**src/sv/dcfp_pkg.sv**
```systemverilog
`timescale 1ns / 1ps
// ----------------------------------------------------------------------------
// dcfp_pkg
// Shared constants, types and helpers of the delimited command frame parser.
// ----------------------------------------------------------------------------
package dcfp_pkg;

  localparam int TARGET_BYTES = 3;   // 3 .. 8
  localparam int VALUE_BYTES  = 8;   // 1 .. 8

  localparam int TCNT_W = $clog2(TARGET_BYTES + 1);
  localparam int TIDX_W = $clog2(TARGET_BYTES);
  localparam int VIDX_W = (VALUE_BYTES > 1) ? $clog2(VALUE_BYTES) : 1;

  localparam logic [7:0] CH_SEMI    = 8'h3B;  // ';'
  localparam logic [7:0] CH_COLON   = 8'h3A;  // ':'
  localparam logic [7:0] CH_PAREN   = 8'h29;  // ')'
  localparam logic [7:0] CH_NEWLINE = 8'h0A;
  localparam logic [7:0] CH_ZERO    = 8'h30;

  localparam logic OUTCOME_DONE  = 1'b0;
  localparam logic OUTCOME_ERROR = 1'b1;

  // phase flag bits
  localparam int PH_TARGET  = 0;
  localparam int PH_COMMAND = 1;
  localparam int PH_LENGTH  = 2;
  localparam int PH_VALUE   = 3;
  localparam int PH_W       = 4;

  localparam int OUT_DATA_W = 112;  // 105 payload bits padded to bytes

  typedef struct packed {
    logic        outcome;
    logic [7:0]  target_first;
    logic [7:0]  target_second;
    logic [7:0]  target_third;
    logic [7:0]  command_number;
    logic [7:0]  value_length;
    logic [63:0] value_data;
    logic        overflow;
  } dcfp_result_t;

  // acc*10 + (b - '0'), modulo 256
  function automatic logic [7:0] fold_digit(input logic [7:0] acc, input logic [7:0] b);
    fold_digit = {acc[4:0], 3'b000} + {acc[6:0], 1'b0} + (b - CH_ZERO);
  endfunction

endpackage

```
**src/sv/dcfp_in_reg.sv**
```systemverilog
`timescale 1ns / 1ps
// ----------------------------------------------------------------------------
// dcfp_in_reg
// Input register: holds one received byte until the parser consumes it.
// ----------------------------------------------------------------------------
module dcfp_in_reg import dcfp_pkg::*; (
  input  logic       clk,
  input  logic       rst_n,
  input  logic       in_tvalid,
  output logic       in_tready,
  input  logic [7:0] in_tdata,
  input  logic       consume,
  output logic       byte_valid,
  output logic [7:0] byte_data
);

  logic       valid_r, valid_nxt;
  logic [7:0] data_r;

  assign in_tready  = !valid_r || consume;
  assign valid_nxt  = (in_tvalid && in_tready) || (valid_r && !consume);
  assign byte_valid = valid_r;
  assign byte_data  = data_r;

  always_ff @(posedge clk) begin
    if (!rst_n) begin
      valid_r <= 1'b0;
    end else begin
      valid_r <= valid_nxt;
    end
  end

  always_ff @(posedge clk) begin
    if (in_tvalid && in_tready) begin
      data_r <= in_tdata;
    end
  end

endmodule

```
**src/sv/dcfp_parse.sv**
```systemverilog
`timescale 1ns / 1ps
// ----------------------------------------------------------------------------
// dcfp_parse
// Frame state and per-byte update; raises a result on the byte after the value.
// ----------------------------------------------------------------------------
module dcfp_parse import dcfp_pkg::*; (
  input  logic         clk,
  input  logic         rst_n,
  input  logic         step,
  input  logic [7:0]   rx_byte,
  output logic         res_valid,
  output dcfp_result_t res
);

  logic [PH_W-1:0]   flags_r, flags_nxt;
  logic [7:0]        target_r [TARGET_BYTES];
  logic [7:0]        target_nxt [TARGET_BYTES];
  logic [TCNT_W-1:0] tcnt_r, tcnt_nxt;
  logic [7:0]        cmd_r, cmd_nxt;
  logic [7:0]        lacc_r, lacc_nxt;
  logic [7:0]        len_r, len_nxt;
  logic [7:0]        value_r [VALUE_BYTES];
  logic [7:0]        value_nxt [VALUE_BYTES];
  logic [7:0]        vcnt_r, vcnt_nxt;
  logic              ovf_r, ovf_nxt;
  logic              frame_end;
  logic [63:0]       value_data;

  always_comb begin
    value_data = '0;
    for (int i = 0; i < VALUE_BYTES; i++) begin
      value_data[8*i +: 8] = value_r[i];
    end
  end

  always_comb begin
    flags_nxt  = flags_r;
    target_nxt = target_r;
    tcnt_nxt   = tcnt_r;
    cmd_nxt    = cmd_r;
    lacc_nxt   = lacc_r;
    len_nxt    = len_r;
    value_nxt  = value_r;
    vcnt_nxt   = vcnt_r;
    ovf_nxt    = ovf_r;
    frame_end  = 1'b0;
    res_valid  = 1'b0;
    res        = '0;

    priority if (rx_byte == CH_SEMI) begin
      flags_nxt[PH_TARGET] = 1'b1;
    end else if (rx_byte == CH_COLON) begin
      flags_nxt[PH_COMMAND] = 1'b1;
    end else if (rx_byte == CH_PAREN) begin
      flags_nxt[PH_LENGTH] = 1'b1;
      len_nxt = lacc_r;
    end else if (!flags_r[PH_TARGET]) begin
      if (tcnt_r < TCNT_W'(TARGET_BYTES)) begin
        target_nxt[tcnt_r[TIDX_W-1:0]] = rx_byte;
        tcnt_nxt = tcnt_r + 1'b1;
      end else begin
        ovf_nxt = 1'b1;
      end
    end else if (!flags_r[PH_COMMAND]) begin
      cmd_nxt = fold_digit(cmd_r, rx_byte);
    end else if (!flags_r[PH_LENGTH]) begin
      lacc_nxt = fold_digit(lacc_r, rx_byte);
    end else if (!flags_r[PH_VALUE]) begin
      if (vcnt_r < 8'(VALUE_BYTES)) begin
        value_nxt[vcnt_r[VIDX_W-1:0]] = rx_byte;
      end else begin
        ovf_nxt = 1'b1;
      end
      vcnt_nxt = vcnt_r + 8'd1;
      if (vcnt_nxt >= len_r) begin
        flags_nxt[PH_VALUE] = 1'b1;
      end
    end else begin
      frame_end = 1'b1;
      res_valid = 1'b1;
      if (rx_byte == CH_NEWLINE) begin
        // unwritten store entries are still zero from the last clear
        res.outcome        = OUTCOME_DONE;
        res.target_first   = target_r[0];
        res.target_second  = target_r[1];
        res.target_third   = target_r[2];
        res.command_number = cmd_r;
        res.value_length   = len_r;
        res.value_data     = value_data;
        res.overflow       = ovf_r;
      end else begin
        res.outcome = OUTCOME_ERROR;
      end
    end
  end

  always_ff @(posedge clk) begin
    if (!rst_n || (step && frame_end)) begin
      flags_r <= '0;
      tcnt_r  <= '0;
      cmd_r   <= '0;
      lacc_r  <= '0;
      len_r   <= '0;
      vcnt_r  <= '0;
      ovf_r   <= 1'b0;
      for (int i = 0; i < TARGET_BYTES; i++) target_r[i] <= '0;
      for (int i = 0; i < VALUE_BYTES; i++) value_r[i] <= '0;
    end else if (step) begin
      flags_r  <= flags_nxt;
      tcnt_r   <= tcnt_nxt;
      cmd_r    <= cmd_nxt;
      lacc_r   <= lacc_nxt;
      len_r    <= len_nxt;
      vcnt_r   <= vcnt_nxt;
      ovf_r    <= ovf_nxt;
      target_r <= target_nxt;
      value_r  <= value_nxt;
    end
  end

endmodule

```
**src/sv/dcfp_out_reg.sv**
```systemverilog
`timescale 1ns / 1ps
// ----------------------------------------------------------------------------
// dcfp_out_reg
// Result register: holds one finished result until the sink takes it.
// ----------------------------------------------------------------------------
module dcfp_out_reg import dcfp_pkg::*; (
  input  logic                  clk,
  input  logic                  rst_n,
  input  logic                  push,
  input  dcfp_result_t          res,
  output logic                  room,
  output logic                  out_tvalid,
  input  logic                  out_tready,
  output logic [OUT_DATA_W-1:0] out_tdata,
  output logic                  out_tuser
);

  logic         valid_r, valid_nxt;
  dcfp_result_t res_r;

  assign room      = !valid_r || out_tready;
  assign valid_nxt = push || (valid_r && !out_tready);

  assign out_tvalid = valid_r;
  assign out_tuser  = res_r.outcome;
  assign out_tdata  = {7'd0, res_r.overflow, res_r.value_data, res_r.value_length,
                       res_r.command_number, res_r.target_third, res_r.target_second,
                       res_r.target_first};

  always_ff @(posedge clk) begin
    if (!rst_n) begin
      valid_r <= 1'b0;
    end else begin
      valid_r <= valid_nxt;
    end
  end

  always_ff @(posedge clk) begin
    if (push) begin
      res_r <= res;
    end
  end

endmodule

```
**src/sv/delimited_command_frame_parser_core.sv**
```systemverilog
`timescale 1ns / 1ps
// ----------------------------------------------------------------------------
// delimited_command_frame_parser_core
// Parses target;command:length)value<newline> frames one byte per request.
// ----------------------------------------------------------------------------
//  channel | ports                           | request
//  --------+---------------------------------+----------------------------------
//  in      | in_tvalid in_tready in_tdata    | one received byte
//  out     | out_tvalid out_tready out_tdata | frame complete or framing error
//          | out_tuser                       |
//
//  one byte per cycle while the out side does not stall; an accepted byte waits
//  in the input register, is parsed from there, and its result enters the result
//  register, which offers it on out until the sink takes it.
//  the frame state update is the single path between the two registers.
//  rst_n (synchronous) clears the frame state and both valid flags.
//  a stalled out side holds the parser; the input register still takes one
//  more byte.
// ----------------------------------------------------------------------------
module delimited_command_frame_parser_core import dcfp_pkg::*; (
  input  logic                  clk,
  input  logic                  rst_n,
  input  logic                  in_tvalid,
  output logic                  in_tready,
  input  logic [7:0]            in_tdata,    // [7:0] rx_byte
  output logic                  out_tvalid,
  input  logic                  out_tready,
  output logic [OUT_DATA_W-1:0] out_tdata,   // [7:0] target_first, [15:8] target_second,
                                             // [23:16] target_third, [31:24] command_number,
                                             // [39:32] value_length, [103:40] value_data,
                                             // [104] overflow, [111:105] zero
  output logic                  out_tuser    // [0] outcome
);

  logic         byte_valid;
  logic [7:0]   byte_data;
  logic         room;
  logic         step;
  logic         res_valid;
  dcfp_result_t res;

  // a byte is parsed only when the result register can take whatever it makes
  assign step = byte_valid && room;

  dcfp_in_reg u_in (
    .clk        (clk),
    .rst_n      (rst_n),
    .in_tvalid  (in_tvalid),
    .in_tready  (in_tready),
    .in_tdata   (in_tdata),
    .consume    (step),
    .byte_valid (byte_valid),
    .byte_data  (byte_data)
  );

  dcfp_parse u_parse (
    .clk       (clk),
    .rst_n     (rst_n),
    .step      (step),
    .rx_byte   (byte_data),
    .res_valid (res_valid),
    .res       (res)
  );

  dcfp_out_reg u_out (
    .clk        (clk),
    .rst_n      (rst_n),
    .push       (step && res_valid),
    .res        (res),
    .room       (room),
    .out_tvalid (out_tvalid),
    .out_tready (out_tready),
    .out_tdata  (out_tdata),
    .out_tuser  (out_tuser)
  );

endmodule
```
**config.mk**
```make
export PLATFORM = sky130hd
export DESIGN_NAME = delimited_command_frame_parser_core
export DESIGN_NICKNAME = d
export VERILOG_FILES = /design/src/sv/dcfp_pkg.sv /design/src/sv/dcfp_in_reg.sv /design/src/sv/dcfp_parse.sv /design/src/sv/dcfp_out_reg.sv /design/src/sv/delimited_command_frame_parser_core.sv
export SDC_FILE = /design/constraint.sdc
export NUM_CORES = 1
export LEC_CHECK = 0
export BUFFER_PORTS_ARGS = -buffer_cell sky130_fd_sc_hd__buf_4
export CAP_MARGIN = 5
export CELL_PAD_IN_SITES_DETAIL_PLACEMENT = 0
export CELL_PAD_IN_SITES_GLOBAL_PLACEMENT = 2
export CORE_UTILIZATION = 23
export DETAILED_ROUTE_END_ITERATION = 8
export PLACE_DENSITY = 0.62
export SLEW_MARGIN = 20
export SYNTH_ARGS = -nofsm -noshare
export SYNTH_HDL_FRONTEND = slang
export SYNTH_HIERARCHICAL = 1
export SYNTH_SLANG_ARGS = --single-unit
```
**constraint.sdc**
```tcl
create_clock -name clk -period 8.23 [get_ports clk]
set_input_delay 1.2345 -clock clk [delete_from_list [all_inputs] [get_ports clk]]
set_output_delay 1.2345 -clock clk [all_outputs]
set_load 0.02 [all_outputs]
```
* Word-level counts from Yosys, hierarchy flattened
Index checks and enable logic that the tools add are counted.
Word-level totals: word-level logic and storage cells 116, bits of input ports 12, register bits 243, output and inout port bits 115
Operators by class: mux-type cells 22, eq/ne operators 9, reductions and logical operators 29, add/sub/neg operators 7, bitwise operators 10, $lt $le $gt $ge 7
Operator list (count):
- bitwise mux 64 bit | 1
- adder 8 bit | 4
- bitwise mux 24 bit | 1
- demux 8 bit (select 3 bit) | 1
- equality test 8 x 6 -> 1 bit, second input constant | 3
- AND reduction 9 bit | 2
- demux 8 bit (select 2 bit) | 1
- two-way mux 1 bit | 16
- two-way mux 8 bit | 2
- AND reduction 7 bit | 2
- AND reduction 6 bit | 2
- adder 8 x 1 -> 8 bit, second input constant | 1
- equality test 8 x 4 -> 1 bit, second input constant | 1
- >= comparator 8 bit | 1
- less-than comparator 8 x 4 -> 1 bit, second input constant | 1
- inverter 1 bit | 8
- AND reduction 8 bit | 1
- OR reduction 8 bit | 1
- subtractor 8 x 6 -> 8 bit, second input constant | 1
- logical AND 1 bit | 7
- OR reduction 7 bit | 1
- inequality test 2 x 1 -> 1 bit, second input constant | 3
- zero test 1 bit | 5
- logical OR 1 bit | 5
- 12 further kinds | 13

* Logic depth before layout (Yosys ltp)
word-level depth 9, depth in mapped cells 11, gate-level depth less buffers 10

* Cells and area by module
The synthesis kept the hierarchy.
By module, submodules not included:
- dcfp_parse | cells an instance 732, instances 1, area each 6508.7 µm², sequential area each 2542.4 µm²
- dcfp_out_reg | cells an instance 118, instances 1, area each 3288.2 µm², sequential area each 3203.1 µm²
- dcfp_in_reg | cells an instance 13, instances 1, area each 297.8 µm², sequential area each 260.2 µm²
- delimited_command_frame_parser_core | cells an instance 2, instances 1, area each 12.5 µm², sequential area each 0.0 µm²

* Worst setup path before layout
Ideal clock, no wire load.
path kind register -> register, from reg u_in.data_r[4] (netlist: u_in/byte_data[4]), to reg u_out.res_r (netlist bit u_out/out_tdata[0]) (enable), slack 3.703 ns, required time 7.752 ns, arrival 4.048 ns, library setup time 0.478 ns, stages on the path, launching flop included 8, clock period less this slack 4.527 ns, buffers on the path 1, cells stage by stage edfxtp_1 > clkbuf_1 > inv_1 > ha_1 > nand3b_1 > nand2_1 > a21oi_1 > and3_1
Between the ends: word-level cells in the longest chain between the ends 5, elaborated cells between the ends (all ways) 7, those cells by class 3 x eq/ne; 3 x mux; 1 x reduce/logical
RTL lines:
- start, declared | RTL line dcfp_in_reg.sv:18 | logic [7:0] data_r;
- start signal, assigned | RTL line dcfp_in_reg.sv:35 | data_r <= in_tdata;
- equality test 8 x 6 -> 1 bit | RTL line dcfp_parse.sv:54 | end else if (rx_byte == CH_PAREN) begin
- two-way mux 1 bit | RTL line dcfp_parse.sv:54
- two-way mux 1 bit | RTL line dcfp_parse.sv:52 | end else if (rx_byte == CH_COLON) begin
- two-way mux 1 bit * | RTL line dcfp_parse.sv:50 | priority if (rx_byte == CH_SEMI) begin
- via res_valid | RTL line delimited_command_frame_parser_core.sv:39 | logic res_valid;
- logical AND 1 bit * | RTL line delimited_command_frame_parser_core.sv:68 | .push (step && res_valid),
- end signal, assigned | RTL line dcfp_out_reg.sv:40 | res_r <= res;
- end, declared | RTL line dcfp_out_reg.sv:19 | dcfp_result_t res_r;
The timed path passes the listed nets; every way through them passes the cells marked *. A chain may end at the register's enable or synchronous reset.

* Worst setup path in the final report
from reg u_in.data_r[5] (netlist: u_in/byte_data[5]), to reg u_parse.value_r (netlist bit u_parse/value_data[44])
Between the ends: word-level cells in the longest chain between the ends 6, elaborated cells between the ends (all ways) 12, those cells by class 3 x eq/ne; 3 x mux; 3 x bitwise; 3 x reduce/logical
RTL lines:
- equality test 8 x 6 -> 1 bit | RTL line dcfp_parse.sv:54
- two-way mux 1 bit | RTL line dcfp_parse.sv:54
- two-way mux 1 bit | RTL line dcfp_parse.sv:52
- two-way mux 1 bit | RTL line dcfp_parse.sv:50
- logical AND 1 bit | RTL line dcfp_parse.sv:98 | if (!rst_n || (step && frame_end)) begin
- logical OR 1 bit | RTL line dcfp_parse.sv:98
- end signal, assigned | RTL line dcfp_parse.sv:117 | value_r <= value_nxt;
- end, declared | RTL line dcfp_parse.sv:22 | logic [7:0] value_r [VALUE_BYTES];
Several ways; a longest one is shown, not always the timed one.

==> summary.md <==
| Metric | Value |
|---|---|
| Portion of synthesized cell area occupied by the leading cell type | roughly a third |
| Standard cell with the maximum stage delay on the critical path | buf_4 |
| Pins Over Slew Limit | 0 |
| Arrival time at the worst endpoint | about 4.2 ns |
| Count of antenna-violating nets left after detailed routing | 0 |
| Total half-perimeter wirelength after legalization and detailed placement | around 15 mm |
| Vias post-DR | 6306 |
| DRT iter0 DRCs | 274 |
| Class of the most critical hold timing path | register to register |
| Number of remaining DRC errors | 0 |
| Worst hold-check slack | ~0.45 ns |
| Worst EP required | between 8 and 9 ns |
| Average wire per standard cell | around 16 µm |
| Total design power | 2.75 mW |
| Gpl congestion | ~0.74 |
| Die boundary height | around 210 µm |
| Share of the yosys chip area belonging to registers | approximately 59% |
| Max cap viols | 0 |
| Number of enable flip-flop cells after synthesis | 114 |
| Clock slew seen by the registers of the worst setup and hold paths | about 0.060 ns |
| Met1 Routed Length | 11.5 mm |
| Commonest non-fill, non-tap cells in the layout | buf_4 (129), dfxtp_1 (129), edfxtp_1 (114) |
| Number of CTS-inserted buffers | 29 |
| Final Core Density | about 29% |
| Antenna diode count | 0 |
| Crit Path Category | register to register |
| Post-synth ARST share | 0% |
| Routed vias/inst | about 4 |
| Flip-flop and latch count after synthesis | ~240 |
| Power per cell area | between 200 and 250 mW/mm² |
| Sum of negative setup slack | 0 ns |
| Internal power | about 2.1 mW |
| Result of the run | complete, no violations |
| Overflow after GRT | 0 |
| Cell count after synthesis | around 870 |
| Largest incremental delay on the critical path | roughly 0.86 ns |
| Main area contributors after synthesis | edfxtp_1 (34%), dfxtp_1 (26%), mux2i_1 (7.9%), and2_1 (6.2%), nor2_1 (3.8%) |
| # setup viols final | 0 |
| Post-synthesis instance area | about 0.010 mm² |
| Initial core utilization | around a quarter |
| IO buf count | approximately 120 |
| Startpoint type of the worst setup path | register |
| Layout overhead on the synthesized area | 24.4% |
| Clock latency at the later pin of the worst-skew pair | 0.56 ns |
| Post-CTS setup buffer count | 0 |
| Net count reported at finish | a little over 1k |
| Final hold vios | 0 |
| Sequential share of power | a little under half |
| Share of final-layout standard cells stronger than drive strength 1 | a little under a fifth |
| First-pass GRT wire length | ~38 mm |
| Detailed-routed wire length on met3 | around 1.3 mm |
| Post-CTS Hold Fix Bufs | 0 |
| Relative contribution of the clock network to total power | 49.6% |
| Total leakage power | 4.74 nW |
| Max Clock Freq | about 260 MHz |
| Routed length on met2 | between 10 and 15 mm |
| Uppermost signal routing layer after detailed routing | met4 |
| I/O pin total | roughly 130 |
| Slew at the pin with the worst max-slew slack | ~1.1 ns |
| Synthesis Warnings | 6 |
| Element type at the critical path end | register |
| Total routing resource utilization after global routing | between 10% and 20% |
| Antenna violations before repair | 0 |
| Floorplan row count | 76 |
| Number of gates given a new drive strength after cts | 0 |
| Syn Area/Cell | roughly 12 µm² |
| Number of cells after detailed placement | roughly 1.5k |
| Area of the core | around 0.043 mm² |
| Vias in the first global route | around 6.3k |
| Pin count of the biggest net entering global routing | 99 |
| Cell taking the most area after synthesis | edfxtp_1 |
| CTS Root Cell | clkbuf_16 |
| Number of search-and-repair iterations in the first detailed-routing pass | 6 |
| Relative max-transition margin | 26.1% |
| Distinct cells, synth | 52 |
| Critical path, cell by cell | ha_1 > a21boi_0 > a2bb2oi_2 > o21ai_4 > buf_4 > nor2_1 |
| Switching share of total power | 21.9% |
| Max clock buf depth | 3 |
| Most used DFF post-synth | dfxtp_1 |
| Unrepaired setup endpoints after global routing | false |
| Combinational cell fraction of total power | ~3.8% |
| Net load switching power | between 600 and 700 µW |
| Non-filler cells, final | between 1.5k and 2k |
| Number of clock sinks | roughly 240 |
| Chip Width | ~210 µm |
| Final Critical Period | between 3 and 4 ns |
| Peak supply drop | about 0.00013 V |
| TritonCTS clock tree | yes |
| Area enclosed by the die boundary | ~0.045 mm² |
| Level count of the clock H-tree | 1 |
| Routed Wire Length | ~25 mm |
| Biggest fanout along the worst timing path | between 90 and 100 |
| Fin Clk Skew | approximately 0.009 ns |
| Final Cycle Share | between 40% and 50% |
-- Yosys cell counts, types with 3 or more instances --
library cell    n
a21o_1          6
and2_1        100
nand3_1        29
nor2_1        101
and3_1          3
a211oi_1        4
xnor2_1        23
buf_4          13
inv_1          25
clkbuf_1       33
ha_1           30
nand2_1        52
o21ai_0         3
fa_1           10
nor4_1          9
mux2i_1        80
dfxtp_1       129
nor3_1          3
xor2_1          7
buf_1           6
a21oi_1        43
nand4b_1        3
edfxtp_1      114
buf_2           4
-- metrics by stage --
stage / area [µm²] / setup slack, ns
2_1_floorplan: 10100 / 3.70
3_3_place_gp: 11600 / 4.04
3_5_place_dp: 11600 / 3.98
4_1_cts: 12600 / 4.31
5_1_grt: 12600 / 4.10
6_report: 12600 / 4.39
-- sequential cells by signal, indices dropped and copies added, names as in the netlist --
name	cells
u_in/byte_data	8
u_in/byte_valid	1
u_out/out_tdata	105
u_out/out_tuser	1
u_out/out_tvalid	1
u_parse/cmd_r	8
u_parse/flags_r	4
u_parse/lacc_r	8
u_parse/len_r	8
u_parse/ovf_r	1
u_parse/target_r	24
u_parse/tcnt_r	2
u_parse/value_data	64
u_parse/vcnt_r	8
-- per-layer routing --
metal  track usage [%]  up-vias
met3              2.14       34
met5                 0        -
li1                  -     3151
met1              15.1     2993
met4              3.50        0
met2              17.9      128
-- final timing paths --
check | slack [ns] | end | from | cells past startpoint
worst max register to register | 4.39 | u_parse/value_data[44] | u_in/byte_data[5] | 6
worst min register to register | 0.45 | u_parse/value_data[9] | u_parse/value_data[9] | 2
worst min-delay path | 0.45 | u_parse/value_data[9] | u_parse/value_data[9] | 2
worst max-delay path | 4.39 | u_parse/value_data[44] | u_in/byte_data[5] | 6
-- power by group through the flow --
stage | registers (mW) | logic, mW | clock network (mW)
final | 1.28 | 0.103 | 1.36
after global routing | 1.28 | 0.116 | 1.46
after CTS | 1.28 | 0.106 | 1.41
after detailed placement | 1.31 | 0.106 | 0
after global placement | 1.31 | 0.106 | 0
after floorplan | 1.30 | 0.0751 | 0
-- worst max-delay path, delay by kind of cell (launching register included) --
kind	cells	cell delay, ns
AO/OA/AOI/OAI	3	1.28
adder cells (fa/ha/maj)	1	0.43
buffers and inverters	1	0.86
flip-flops	1	0.80
AND/OR/NAND/NOR	1	0.11
-- cell type report --
type                    instances  area (µm²)
repair buffers                129         968
clock buffers                  36         762
flip-flops and latches        243        6010
fillers                      4541       30600
inverters                      25        93.8
multi-input cells             545        3770
well taps                     585         732
clock inverters                17         249
-- logic make-up (layout without fill, tap and decap cells) --
| logic type | count (synthesis) | in the layout | share of synthesized area, % |
|---|---|---|---|
| and+or+nand+nor | 321 | 321 | 16.6 |
| DFF | 243 | 243 | 59.4 |
| buffers and inverters | 83 | 207 | 3.70 |
| muxes | 80 | 80 | 7.92 |
| AOI/OAI and AO/OA | 67 | 67 | 4.05 |
| adders and majority gates | 40 | 40 | 5.69 |
| xor gates and xnor gates | 30 | 30 | 2.60 |
| other | 1 | 7 | 0.0371 |
No activity file was read; power rests on OpenSTA's default activity.
